<file path="src/sfa_pkg.sv">
`timescale 1ns / 1ps
`default_nettype none

package sfa_pkg;

	// Operation codes
	typedef enum logic [3:0] {
		OP_ADD   = 4'd0,
		OP_SUB   = 4'd1,
		OP_MUL   = 4'd2,
		OP_DIV   = 4'd3,
		OP_CMP   = 4'd4,
		OP_ITOF  = 4'd5,
		OP_FTOIR = 4'd6,
		OP_FTOIT = 4'd7,
		OP_CLR   = 4'd8
	} op_t;

	// Flag bit positions
	localparam int FL_RESERVED = 0;
	localparam int FL_INVALID  = 1;
	localparam int FL_DIVZERO  = 2;
	localparam int FL_OVERFLOW = 3;
	localparam int FL_UNDER    = 4;
	localparam int FL_INEXACT  = 5;
	localparam int FL_W        = 6;

	// Significand and quotient widths
	localparam int MANT_W = 24;
	localparam int QUO_W  = MANT_W + 1;

endpackage

`default_nettype wire

</file>
<file path="src/sfa_div.sv">
`timescale 1ns / 1ps
`default_nettype none

// Restoring divider: (dividend * 2^MANT_W) / divisor, one quotient bit a cycle.
// The divisor must be normalized (top bit set).
module sfa_div (
	input  wire logic                      clk,
	input  wire logic                      arst_n,
	input  wire logic                      start,
	input  wire logic [sfa_pkg::MANT_W-1:0] dividend,
	input  wire logic [sfa_pkg::MANT_W-1:0] divisor,
	output logic                           done,
	output logic [sfa_pkg::QUO_W-1:0]      quo,
	output logic [sfa_pkg::MANT_W-1:0]     rem
);

	localparam int CNT_W = $clog2(sfa_pkg::QUO_W);

	logic [sfa_pkg::MANT_W-1:0] rem_q;
	logic [sfa_pkg::MANT_W-1:0] dvs_q;
	logic [sfa_pkg::QUO_W-1:0]  quo_q;
	logic [CNT_W-1:0]           cnt_q;
	logic                       busy_q;
	logic                       first_q;
	logic                       inb_q;
	logic                       done_q;

	logic [sfa_pkg::MANT_W:0]   trial;
	logic [sfa_pkg::MANT_W:0]   diff;
	logic                       ge;

	// Shift in the next numerator bit and test against the divisor
	always_comb begin
		trial = {rem_q, first_q ? inb_q : 1'b0};
		diff  = trial - {1'b0, dvs_q};
		ge    = trial >= {1'b0, dvs_q};
	end

	// Advance one quotient bit per cycle
	always_ff @(posedge clk or negedge arst_n) begin
		if (!arst_n) begin
			busy_q  <= 1'b0;
			done_q  <= 1'b0;
			first_q <= 1'b0;
			cnt_q   <= '0;
		end else begin
			done_q <= !start && busy_q && (cnt_q == CNT_W'(sfa_pkg::QUO_W - 1));
			if (start) begin
				busy_q  <= 1'b1;
				first_q <= 1'b1;
				cnt_q   <= '0;
			end else if (busy_q) begin
				first_q <= 1'b0;
				cnt_q   <= cnt_q + 1'b1;
				if (cnt_q == CNT_W'(sfa_pkg::QUO_W - 1))
					busy_q <= 1'b0;
			end
		end
	end

	// Hold the datapath registers
	always_ff @(posedge clk) begin
		if (start) begin
			rem_q <= {1'b0, dividend[sfa_pkg::MANT_W-1:1]};
			inb_q <= dividend[0];
			dvs_q <= divisor;
			quo_q <= '0;
		end else if (busy_q) begin
			rem_q <= ge ? diff[sfa_pkg::MANT_W-1:0] : trial[sfa_pkg::MANT_W-1:0];
			quo_q <= {quo_q[sfa_pkg::QUO_W-2:0], ge};
		end
	end

	assign done = done_q;
	assign quo  = quo_q;
	assign rem  = rem_q;

endmodule

`default_nettype wire

</file>
<file path="src/single_float_alu.sv">
`timescale 1ns / 1ps
`default_nettype none

// Channel  Handshake            Payload
// input    in_valid / in_stall  op, operand_a, operand_b
// output   out_valid/ out_stall result, flag_*, sticky_flags
//
// One item at a time. Compare, conversion to integer, clear, divide by zero
// and reserved operands go from decode straight to the output stage; add,
// multiply and itof pass the left normalizer (8 or 1 bit a cycle) and
// rounding; divide first runs the 25-step restoring divider. A waiting
// result sits in the output register while the next item is taken. Reset
// clears the sticky flags.
module single_float_alu (
	input  wire logic        clk,
	input  wire logic        arst_n,
	input  wire logic        in_valid,
	output logic             in_stall,
	input  wire logic [3:0]  op,
	input  wire logic [31:0] operand_a,
	input  wire logic [31:0] operand_b,
	output logic             out_valid,
	input  wire logic        out_stall,
	output logic [31:0]      result,
	output logic             flag_reserved,
	output logic             flag_invalid,
	output logic             flag_divide_zero,
	output logic             flag_overflow,
	output logic             flag_underflow,
	output logic             flag_inexact,
	output logic [5:0]       sticky_flags
);

	localparam int MW = 50;

	typedef enum logic [2:0] {S_IDLE, S_DECODE, S_DIV, S_NORM, S_ROUND, S_FIN} state_t;

	state_t               state_q;
	logic [3:0]           op_q;
	logic [31:0]          a_q, b_q;
	logic [MW-1:0]        mag_q;
	logic signed [11:0]   exp_q;
	logic                 neg_q;
	logic [5:0]           cnt_q;
	logic [5:0]           fl_q;
	logic [31:0]          res_q;
	logic                 div_start_q;
	logic                 out_valid_q;
	logic [31:0]          result_q;
	logic [5:0]           flags_q;
	logic [5:0]           sticky_q;
	logic [5:0]           out_sticky_q;

	logic                 div_done;
	logic [sfa_pkg::QUO_W-1:0]  div_quo;
	logic [sfa_pkg::MANT_W-1:0] div_rem;

	// Decode signals
	logic [7:0]  ea, eb, mx, sda, sdb;
	logic        za, zb, rsv_a, rsv_b, nega, negb;
	logic [23:0] ma, mb;
	logic [31:0] beff;
	logic [47:0] va, vb, sha, shb;
	logic [47:0] ala, alb;
	logic signed [MW-1:0] ta, tb, tr;
	logic        early, go_div;
	logic [31:0] early_res;
	logic [5:0]  early_fl;
	logic [MW-1:0] init_mag;
	logic signed [11:0] init_exp;
	logic        init_neg;

	// Float-to-integer and compare
	logic [8:0]  fsh;
	logic [24:0] fmask, fm, fmag;
	logic [31:0] fr;
	logic        finx, finv, fspecial;
	logic [31:0] cmp_res;

	// Rounding
	logic [MW:0]        rsum;
	logic               rcarry, rinx;
	logic signed [11:0] re, rbias;
	logic [22:0]        rfrac;

	logic [sfa_pkg::MANT_W:0] rem2;
	logic [1:0]               rbits;

	sfa_div u_div (
		.clk      (clk),
		.arst_n   (arst_n),
		.start    (div_start_q),
		.dividend (ma),
		.divisor  (mb),
		.done     (div_done),
		.quo      (div_quo),
		.rem      (div_rem)
	);

	// Unpack operands
	always_comb begin
		beff  = b_q ^ {(op_q == sfa_pkg::OP_SUB), 31'b0};
		ea    = a_q[30:23];
		eb    = b_q[30:23];
		za    = a_q[30:0] == '0;
		zb    = b_q[30:0] == '0;
		rsv_a = !za && (ea == 8'd0 || ea == 8'hFF);
		rsv_b = !zb && (eb == 8'd0 || eb == 8'hFF);
		ma    = {!za, a_q[22:0]};
		mb    = {!zb, b_q[22:0]};
		nega  = a_q[31];
		negb  = beff[31];
	end

	// Align and sum for add and subtract
	always_comb begin
		mx  = (ea > eb) ? ea : eb;
		sda = mx - ea;
		sdb = mx - eb;
		va  = {ma, 24'b0};
		vb  = {mb, 24'b0};
		sha = va >> sda;
		shb = vb >> sdb;
		ala = sha | {47'b0, (sha << sda) != va};
		alb = shb | {47'b0, (shb << sdb) != vb};
		ta  = nega ? -$signed({2'b0, ala}) : $signed({2'b0, ala});
		tb  = negb ? -$signed({2'b0, alb}) : $signed({2'b0, alb});
		tr  = ta + tb;
	end

	// Convert float to integer
	always_comb begin
		fsh      = 9'd150 - {1'b0, ea};
		fmag     = {1'b0, ma};
		fmask    = (25'd1 << fsh[4:0]) - 25'd1;
		fm       = fmag;
		fr       = '0;
		finv     = 1'b0;
		fspecial = 1'b0;
		if (ea < 8'd150) begin
			if (fsh > 9'd24)
				fm = '0;
			else if (op_q == sfa_pkg::OP_FTOIT)
				fm = fmag & ~fmask;
			else
				fm = (fmag + {24'b0, fmag[fsh[4:0]]} + (fmask >> 1)) & ~fmask;
			fr = (fsh > 9'd24) ? 32'd0 : {7'b0, fm >> fsh[4:0]};
		end else if (ea >= 8'd158) begin
			if (ea == 8'd158 && a_q[22:0] == '0 && nega)
				fspecial = 1'b1;
			else begin
				fr   = 32'hFFFF_FFFF;
				finv = 1'b1;
			end
		end else begin
			fr = {8'b0, ma} << (ea - 8'd150);
		end
		finx = fm != fmag;
		if (nega && !fspecial)
			fr = 32'd0 - fr;
		if (fspecial)
			fr = 32'h8000_0000;
	end

	// Compare
	always_comb begin
		if (ea > eb)
			cmp_res = nega ? 32'hFFFF_FFFF : 32'd1;
		else if (ea < eb)
			cmp_res = b_q[31] ? 32'd1 : 32'hFFFF_FFFF;
		else if (ma > mb)
			cmp_res = nega ? 32'hFFFF_FFFF : 32'd1;
		else if (ma < mb)
			cmp_res = b_q[31] ? 32'd1 : 32'hFFFF_FFFF;
		else if (nega != b_q[31] && !za)
			cmp_res = nega ? 32'hFFFF_FFFF : 32'd1;
		else
			cmp_res = '0;
	end

	// Select early results or set up the shared datapath
	always_comb begin
		early     = 1'b1;
		go_div    = 1'b0;
		early_res = '0;
		early_fl  = '0;
		init_mag  = '0;
		init_exp  = '0;
		init_neg  = 1'b0;
		if (op_q == sfa_pkg::OP_CLR) begin
			early = 1'b1;
		end else if (op_q <= sfa_pkg::OP_CMP && (rsv_a || rsv_b)) begin
			early_res = 32'hFFFF_FFFF;
			early_fl[sfa_pkg::FL_RESERVED] = 1'b1;
		end else if ((op_q == sfa_pkg::OP_FTOIR || op_q == sfa_pkg::OP_FTOIT) && rsv_a) begin
			early_res = 32'hFFFF_FFFF;
			early_fl[sfa_pkg::FL_RESERVED] = 1'b1;
		end else begin
			case (op_q)
				sfa_pkg::OP_ADD, sfa_pkg::OP_SUB: begin
					if (a_q == beff && za)
						early_res = {a_q[31], 31'b0};
					else begin
						early    = 1'b0;
						init_neg = tr[MW-1];
						init_mag = tr[MW-1] ? -tr : tr;
						init_exp = $signed({4'b0, mx}) - 12'sd151;
					end
				end
				sfa_pkg::OP_MUL: begin
					early    = 1'b0;
					init_neg = nega ^ b_q[31];
					init_mag = {2'b0, {24'b0, ma} * {24'b0, mb}};
					init_exp = $signed({4'b0, ea}) + $signed({4'b0, eb}) - 12'sd277;
				end
				sfa_pkg::OP_DIV: begin
					if (za && zb) begin
						early_res = 32'hFFFF_FFFF;
						early_fl[sfa_pkg::FL_INVALID] = 1'b1;
					end else if (zb) begin
						early_res = {nega ^ b_q[31], 31'h7F80_0000};
						early_fl[sfa_pkg::FL_DIVZERO] = 1'b1;
					end else begin
						early    = 1'b0;
						go_div   = 1'b1;
						init_neg = nega ^ b_q[31];
						init_exp = $signed({4'b0, ea}) - $signed({4'b0, eb}) - 12'sd3;
					end
				end
				sfa_pkg::OP_CMP: early_res = cmp_res;
				sfa_pkg::OP_ITOF: begin
					early    = 1'b0;
					init_neg = nega;
					init_mag = nega ? MW'(32'h8000_0000 - {1'b0, a_q[30:0]})
					                : MW'({1'b0, a_q[30:0]});
					init_exp = 12'sd23;
				end
				sfa_pkg::OP_FTOIR, sfa_pkg::OP_FTOIT: begin
					early_res = fr;
					early_fl[sfa_pkg::FL_INVALID] = finv;
					early_fl[sfa_pkg::FL_INEXACT] = finx;
				end
				default: early_res = '0;
			endcase
		end
	end

	// Divider remainder to guard and sticky bits
	always_comb begin
		rem2 = {div_rem, 1'b0};
		if (rem2 > {1'b0, mb})
			rbits = 2'd3;
		else if (rem2 == {1'b0, mb})
			rbits = 2'd2;
		else if (div_rem != '0)
			rbits = 2'd1;
		else
			rbits = 2'd0;
	end

	// Round the normalized magnitude to 24 bits and pack
	always_comb begin
		rsum   = {1'b0, mag_q} + {{MW{1'b0}}, mag_q[26]} + (MW+1)'(26'h1FF_FFFF);
		rcarry = rsum[MW];
		rinx   = mag_q[25:0] != '0;
		rfrac  = rcarry ? 23'd0 : rsum[48:26];
		re     = exp_q + 12'sd26 - $signed({6'b0, cnt_q}) + $signed({11'b0, rcarry});
		rbias  = (re >= 12'sd128) ? re - 12'sd192 + 12'sd127 : re + 12'sd127;
	end

	// Sequencer and output register
	always_ff @(posedge clk or negedge arst_n) begin
		if (!arst_n) begin
			state_q     <= S_IDLE;
			div_start_q <= 1'b0;
			out_valid_q <= 1'b0;
			sticky_q    <= '0;
		end else begin
			// Pulse the divider start as a divide leaves decode
			div_start_q <= (state_q == S_DECODE) && go_div;
			// Load the output transfer from S_FIN, drop it once taken
			if (state_q == S_FIN && (!out_valid_q || !out_stall))
				out_valid_q <= 1'b1;
			else if (out_valid_q && !out_stall)
				out_valid_q <= 1'b0;
			case (state_q)
				S_IDLE: begin
					if (in_valid)
						state_q <= S_DECODE;
				end
				S_DECODE: begin
					if (early)
						state_q <= S_FIN;
					else if (go_div)
						state_q <= S_DIV;
					else
						state_q <= S_NORM;
				end
				S_DIV: begin
					if (div_done)
						state_q <= S_NORM;
				end
				S_NORM: begin
					if (mag_q == '0 || mag_q[MW-1])
						state_q <= (mag_q == '0) ? S_FIN : S_ROUND;
				end
				S_ROUND: state_q <= S_FIN;
				S_FIN: begin
					if (!out_valid_q || !out_stall) begin
						state_q <= S_IDLE;
						if (op_q == sfa_pkg::OP_CLR)
							sticky_q <= '0;
						else
							sticky_q <= sticky_q | fl_q;
					end
				end
				default: state_q <= S_IDLE;
			endcase
		end
	end

	// Datapath registers
	always_ff @(posedge clk) begin
		case (state_q)
			S_IDLE: begin
				if (in_valid) begin
					op_q <= op;
					a_q  <= operand_a;
					b_q  <= operand_b;
				end
			end
			S_DECODE: begin
				res_q <= early_res;
				fl_q  <= early_fl;
				mag_q <= init_mag;
				exp_q <= init_exp;
				neg_q <= init_neg;
				cnt_q <= '0;
			end
			S_DIV: begin
				if (div_done)
					mag_q <= {{(MW - sfa_pkg::QUO_W - 2){1'b0}}, div_quo, rbits};
			end
			S_NORM: begin
				if (mag_q == '0)
					res_q <= {neg_q, 31'b0};
				else if (!mag_q[MW-1]) begin
					if (mag_q[MW-1:MW-8] == '0) begin
						mag_q <= mag_q << 8;
						cnt_q <= cnt_q + 6'd8;
					end else begin
						mag_q <= mag_q << 1;
						cnt_q <= cnt_q + 6'd1;
					end
				end
			end
			S_ROUND: begin
				if (re <= -12'sd127) begin
					res_q <= {neg_q, 31'b0};
					fl_q[sfa_pkg::FL_UNDER]   <= 1'b1;
					fl_q[sfa_pkg::FL_INEXACT] <= 1'b1;
				end else begin
					res_q <= {neg_q, rbias[7:0], rfrac};
					fl_q[sfa_pkg::FL_OVERFLOW] <= re >= 12'sd128;
					fl_q[sfa_pkg::FL_INEXACT]  <= rinx;
				end
			end
			S_FIN: begin
				if (!out_valid_q || !out_stall) begin
					result_q     <= res_q;
					flags_q      <= fl_q;
					out_sticky_q <= (op_q == sfa_pkg::OP_CLR) ? '0 : (sticky_q | fl_q);
				end
			end
			default: ;
		endcase
	end

	assign in_stall         = state_q != S_IDLE;
	assign out_valid        = out_valid_q;
	assign result           = result_q;
	assign flag_reserved    = flags_q[sfa_pkg::FL_RESERVED];
	assign flag_invalid     = flags_q[sfa_pkg::FL_INVALID];
	assign flag_divide_zero = flags_q[sfa_pkg::FL_DIVZERO];
	assign flag_overflow    = flags_q[sfa_pkg::FL_OVERFLOW];
	assign flag_underflow   = flags_q[sfa_pkg::FL_UNDER];
	assign flag_inexact     = flags_q[sfa_pkg::FL_INEXACT];
	assign sticky_flags     = out_sticky_q;

endmodule

`default_nettype wire
</file>
<file path="config.mk">
export PLATFORM = sky130hd
export DESIGN_NAME = single_float_alu
export DESIGN_NICKNAME = d
export VERILOG_FILES = /design/src/sfa_pkg.sv /design/src/sfa_div.sv /design/src/single_float_alu.sv
export SDC_FILE = /design/constraint.sdc
export NUM_CORES = 2
export LEC_CHECK = 0
export ABC_CLOCK_PERIOD_IN_PS = 14300
export BUFFER_PORTS_ARGS = -buffer_cell sky130_fd_sc_hd__buf_4
export CELL_PAD_IN_SITES_DETAIL_PLACEMENT = 1
export CELL_PAD_IN_SITES_GLOBAL_PLACEMENT = 2
export CORE_AREA = 2 2 432 434
export DETAILED_ROUTE_END_ITERATION = 16
export DIE_AREA = 0 0 434 436
export PLACE_DENSITY_LB_ADDON = 0.1
export SETUP_SLACK_MARGIN = 0.4
export SKIP_CTS_REPAIR_TIMING = 1
export SYNTH_ARGS = -nofsm -noshare
export SYNTH_HDL_FRONTEND = slang
export SYNTH_HIERARCHICAL = 1
export SYNTH_SLANG_ARGS = --single-unit
</file>
<file path="constraint.sdc">
create_clock -name clk -period 14.3 [get_ports clk]
set_input_delay 0.715 -clock clk [delete_from_list [all_inputs] [get_ports clk]]
set_output_delay 0.715 -clock clk [all_outputs]
set_load 0.05 [all_outputs]
</file>
==> impl_table.tex <==
\begin{tabular}{lr}
\hline
Metric & Value \\
\hline
\multicolumn{2}{l}{\textbf{Detailed routing}} \\
Via count & 71100 \\
Antenna Nets Post-Route & 0 \\
Detail-routed via count per cell & around 6.3 \\
Wire length after detailed routing & approximately 400000 µm \\
Total DRC errors in the routed layout & 0 \\
1st-pass router iterations & 6 \\
Number of violations reported at the end of detailed-routing iteration 0 & between 6000 and 7000 \\
Drt wl/cell & $\sim$36 µm \\
\multicolumn{2}{l}{\textbf{STA}} \\
Final Hold Fails & 0 \\
Number of setup violations in the final report & 0 \\
Actual slew at the worst max-slew pin & between 1 and 1.5 ns \\
Ratio of final minimum period to clock period & between 90\% and 100\% \\
Final setup skew & between 0.08 and 0.09 ns \\
Final TNS setup & 0 ns \\
Crit path time final & between 10 and 15 ns \\
Number of pins with negative max-slew slack in the final report & 0 \\
Relative slew slack & approximately 2.6\% \\
Fmax & 0.0733 GHz \\
Setup repair after global routing missed its margin & no \\
\multicolumn{2}{l}{\textbf{Synthesis}} \\
Area fraction of the dominant cell type after synthesis & between 15 and 20\% \\
Number of enable-type register cells in the synthesized netlist & around 270 \\
Sequential element share of the synthesized area & between 10 and 15\% \\
Yosys cell types & between 100 and 150 \\
Commonest register cell after synthesis & sky130\_fd\_sc\_hd\_\_edfxtp\_1 \\
Most instantiated library cell after synthesis & sky130\_fd\_sc\_hd\_\_nand2\_1 \\
Largest cells by area after synthesis & sky130\_fd\_sc\_hd\_\_fa\_1 (15\%), sky130\_fd\_sc\_hd\_\_edfxtp\_1 (12\%), sky130\_fd\_sc\_hd\_\_ha\_1 (8.1\%), sky130\_fd\_sc\_hd\_\_nand2\_1 (6.0\%), sky130\_fd\_sc\_hd\_\_inv\_1 (4.1\%) \\
Post-synthesis instance area & 64200 µm² \\
Net count after synthesis & a little over 9000 \\
Synth cell count leaders & sky130\_fd\_sc\_hd\_\_nand2\_1 (1023), sky130\_fd\_sc\_hd\_\_inv\_1 (708), sky130\_fd\_sc\_hd\_\_nor2\_1 (640) \\
Average size of a mapped cell & slightly below 8 µm² \\
Synthesis Warnings & 6 \\
Post-synthesis register bit count & a little over 300 \\
Cell count after synthesis & slightly above 8000 \\
Fraction of registers with async set or reset after synthesis & roughly 6.1\% \\
Synth area leader & sky130\_fd\_sc\_hd\_\_fa\_1 \\
\multicolumn{2}{l}{\textbf{Worst setup path}} \\
Kind of critical path & reg -> reg \\
Data arrival time of the critical path & 14.12 ns \\
WP buf/inv & 8 \\
Critical-path top delay cell & sky130\_fd\_sc\_hd\_\_or4\_1 \\
Cell class contributing the biggest share of worst-path delay & simple AND/OR/NAND/NOR gates \\
Dominant cell type by count on the critical path & sky130\_fd\_sc\_hd\_\_buf\_4 \\
Required time of the critical path & $\sim$15 ns \\
Biggest cell delay along the critical path & between 0.5 and 0.6 ns \\
Startpoint type of the worst setup path & flip-flop \\
CP Max Fanout & 15 \\
Critical path endpoint category & flip-flop \\
\multicolumn{2}{l}{\textbf{Hold path}} \\
Worst min path class & in -> reg \\
\multicolumn{2}{l}{\textbf{Floorplan}} \\
Ports placed on the boundary & 118 \\
Row count & 158 \\
Area of the die & about 190000 µm² \\
Initial core utilization & a little over a third \\
Die outline width & 434 µm \\
Core ar. & between 150000 and 200000 µm² \\
Die Y-Extent & between 400 and 500 µm \\
\multicolumn{2}{l}{\textbf{Clocking}} \\
H-Tree Depth & 2 \\
Number of clock sinks seen by CTS & 310 \\
Largest buffer count on any clock path & 3 \\
Number of buffers created by CTS & 38 \\
Cell chosen for the clock root & sky130\_fd\_sc\_hd\_\_clkbuf\_16 \\
Clock transition time at the flip-flop clock pins of the worst setup and hold paths & 0.08 ns \\
Clock insertion delay at the later pin of the skew report & between 0.6 and 0.7 ns \\
TritonCTS clock tree & yes \\
\multicolumn{2}{l}{\textbf{Finish}} \\
Synthesis-to-layout area growth & 18.0\% \\
Post-layout instance area & about 76000 µm² \\
Filler Cell Count & 22300 \\
Nets@finish & a little under 10000 \\
Share of layout cells above drive strength 1 & 17.2\% \\
\multicolumn{2}{l}{\textbf{Global route}} \\
Global-route wire length before repair & 564000 µm \\
Vias in the first global route & 73300 \\
Largest net degree at the start of global routing & 76 \\
Remaining global-route overflow & 0 \\
Number of antenna violations at the first check in global routing & 36 \\
GRT Resource Usage Total & 41.7\% \\
\multicolumn{2}{l}{\textbf{Placement}} \\
Placement-stage cell area & slightly above 70000 µm² \\
DPL Wire Length & about 310000 µm \\
Routability cong. & 1.06 \\
Port buffer count & approximately 120 \\
\multicolumn{2}{l}{\textbf{Run}} \\
\# Max-Cap Violations & 0 \\
\multicolumn{2}{l}{\textbf{Status}} \\
Result of the run & complete, no violations \\
\hline
\end{tabular}
==> layout make-up <==
type / instances / area, µm² / share of cell area (%)
inverters: 718 / 2700 / 3.57
well taps: 2480 / 3100 / 4.10
clock buffers: 53 / 1080 / 1.42
multi-input cells: 6594 / 51700 / 68.3
clock inverters: 17 / 186 / 0.246
diodes: 29 / 72.6 / 0.0959
repair buffers: 1001 / 7910 / 10.4
flip-flops and latches: 310 / 8960 / 11.8
==> metrics by stage <==
stage	std cells	hold slack (ns)	setup WS (ns)	utilization (%)
final	11200	0.209	0.654	41.0
after global routing	11200	0.217	0.199	41.0
after CTS	11100	-0.0466	-0.827	40.0
after detailed placement	11000	0.406	-0.686	39.4
after global placement	11000	0.404	-0.341	39.4
after floorplan	8178	0.400	0.438	-
==> worst register-to-register path: cells and delay by family (launching register included) <==
kind,cells,cell delay (ns)
simple gates,20,5.90
fa+ha+maj,5,1.44
xor+xnor,1,0.12
flops,1,0.42
compound gates,16,3.50
mux,2,0.53
buf+inv,8,1.55
==> cell usage in the layout, fill, tap and decap left out, drive strengths merged, types with 45 or more instances in the layout <==
cell	n
ha	417
xor2	137
edfxtp	265
o21ai	371
a211oi	86
nand2	1024
nand4	93
nand3	252
nor3	182
mux2i	239
xnor2	224
or2	45
and2	204
o211ai	88
o21a	46
buf	996
clkbuf	57
or3	72
a21oi	451
o22ai	81
nand2b	69
nor2b	57
nor4	104
o31ai	89
fa	491
nor2	642
mux2	80
a21o	88
inv	716
and3	61
a31oi	116
o221ai	65
==> flip-flops by register name (all words and copies together), names as in the netlist, 3 cells and up <==
signal and flops:
fl_q 6, result 32, a_q 32, u_div/dvs_q 24, u_div/cnt_q 5, b_q 32
sticky_q 6, flags_q 6, cnt_q 6, u_div/quo 25, res_q 32, u_div/rem 24
sticky_flags 6, state_q 3, exp_q 10, op_q 4, mag_q 50
==> kinds of logic (layout without fill, tap and decap cells) <==
family / count (synthesis) / count (layout) / synth area share [%]
xor+xnor: 361 / 361 / 5.03
other cells: 0 / 29 / 0
mux: 351 / 351 / 6.32
simple gates: 2943 / 2943 / 21.9
fa+ha+maj: 908 / 908 / 23.4
buf+inv: 1274 / 1789 / 7.67
flops: 310 / 310 / 14.0
compound gates: 2031 / 2031 / 21.7
==> final timing paths <==
path / start / cells after the start / slack (ns) / end
max in group asynchronous: arst_n / 2 / 13.41 / u_div/busy_q
min: operand_b[19] / 1 / 0.21 / b_q[19]
max: b_q[26] / 52 / 0.65 / mag_q[49]
min in group asynchronous: arst_n / 2 / 0.51 / div_start_q
max reg2reg: b_q[26] / 52 / 0.65 / mag_q[49]
min reg2reg: res_q[20] / 0 / 0.40 / result[20]
==> per-layer routing <==
layer / routed length, µm / GRT usage, %
met1: 147000 / 47.6
met2: 181000 / 66.0
met3: 30500 / 9.43
met4: 42000 / 35.2
met5: 63 / 0.128
Power is not shown: default switching activity piles up to over one toggle a cycle in this logic, so the estimate is an artifact.
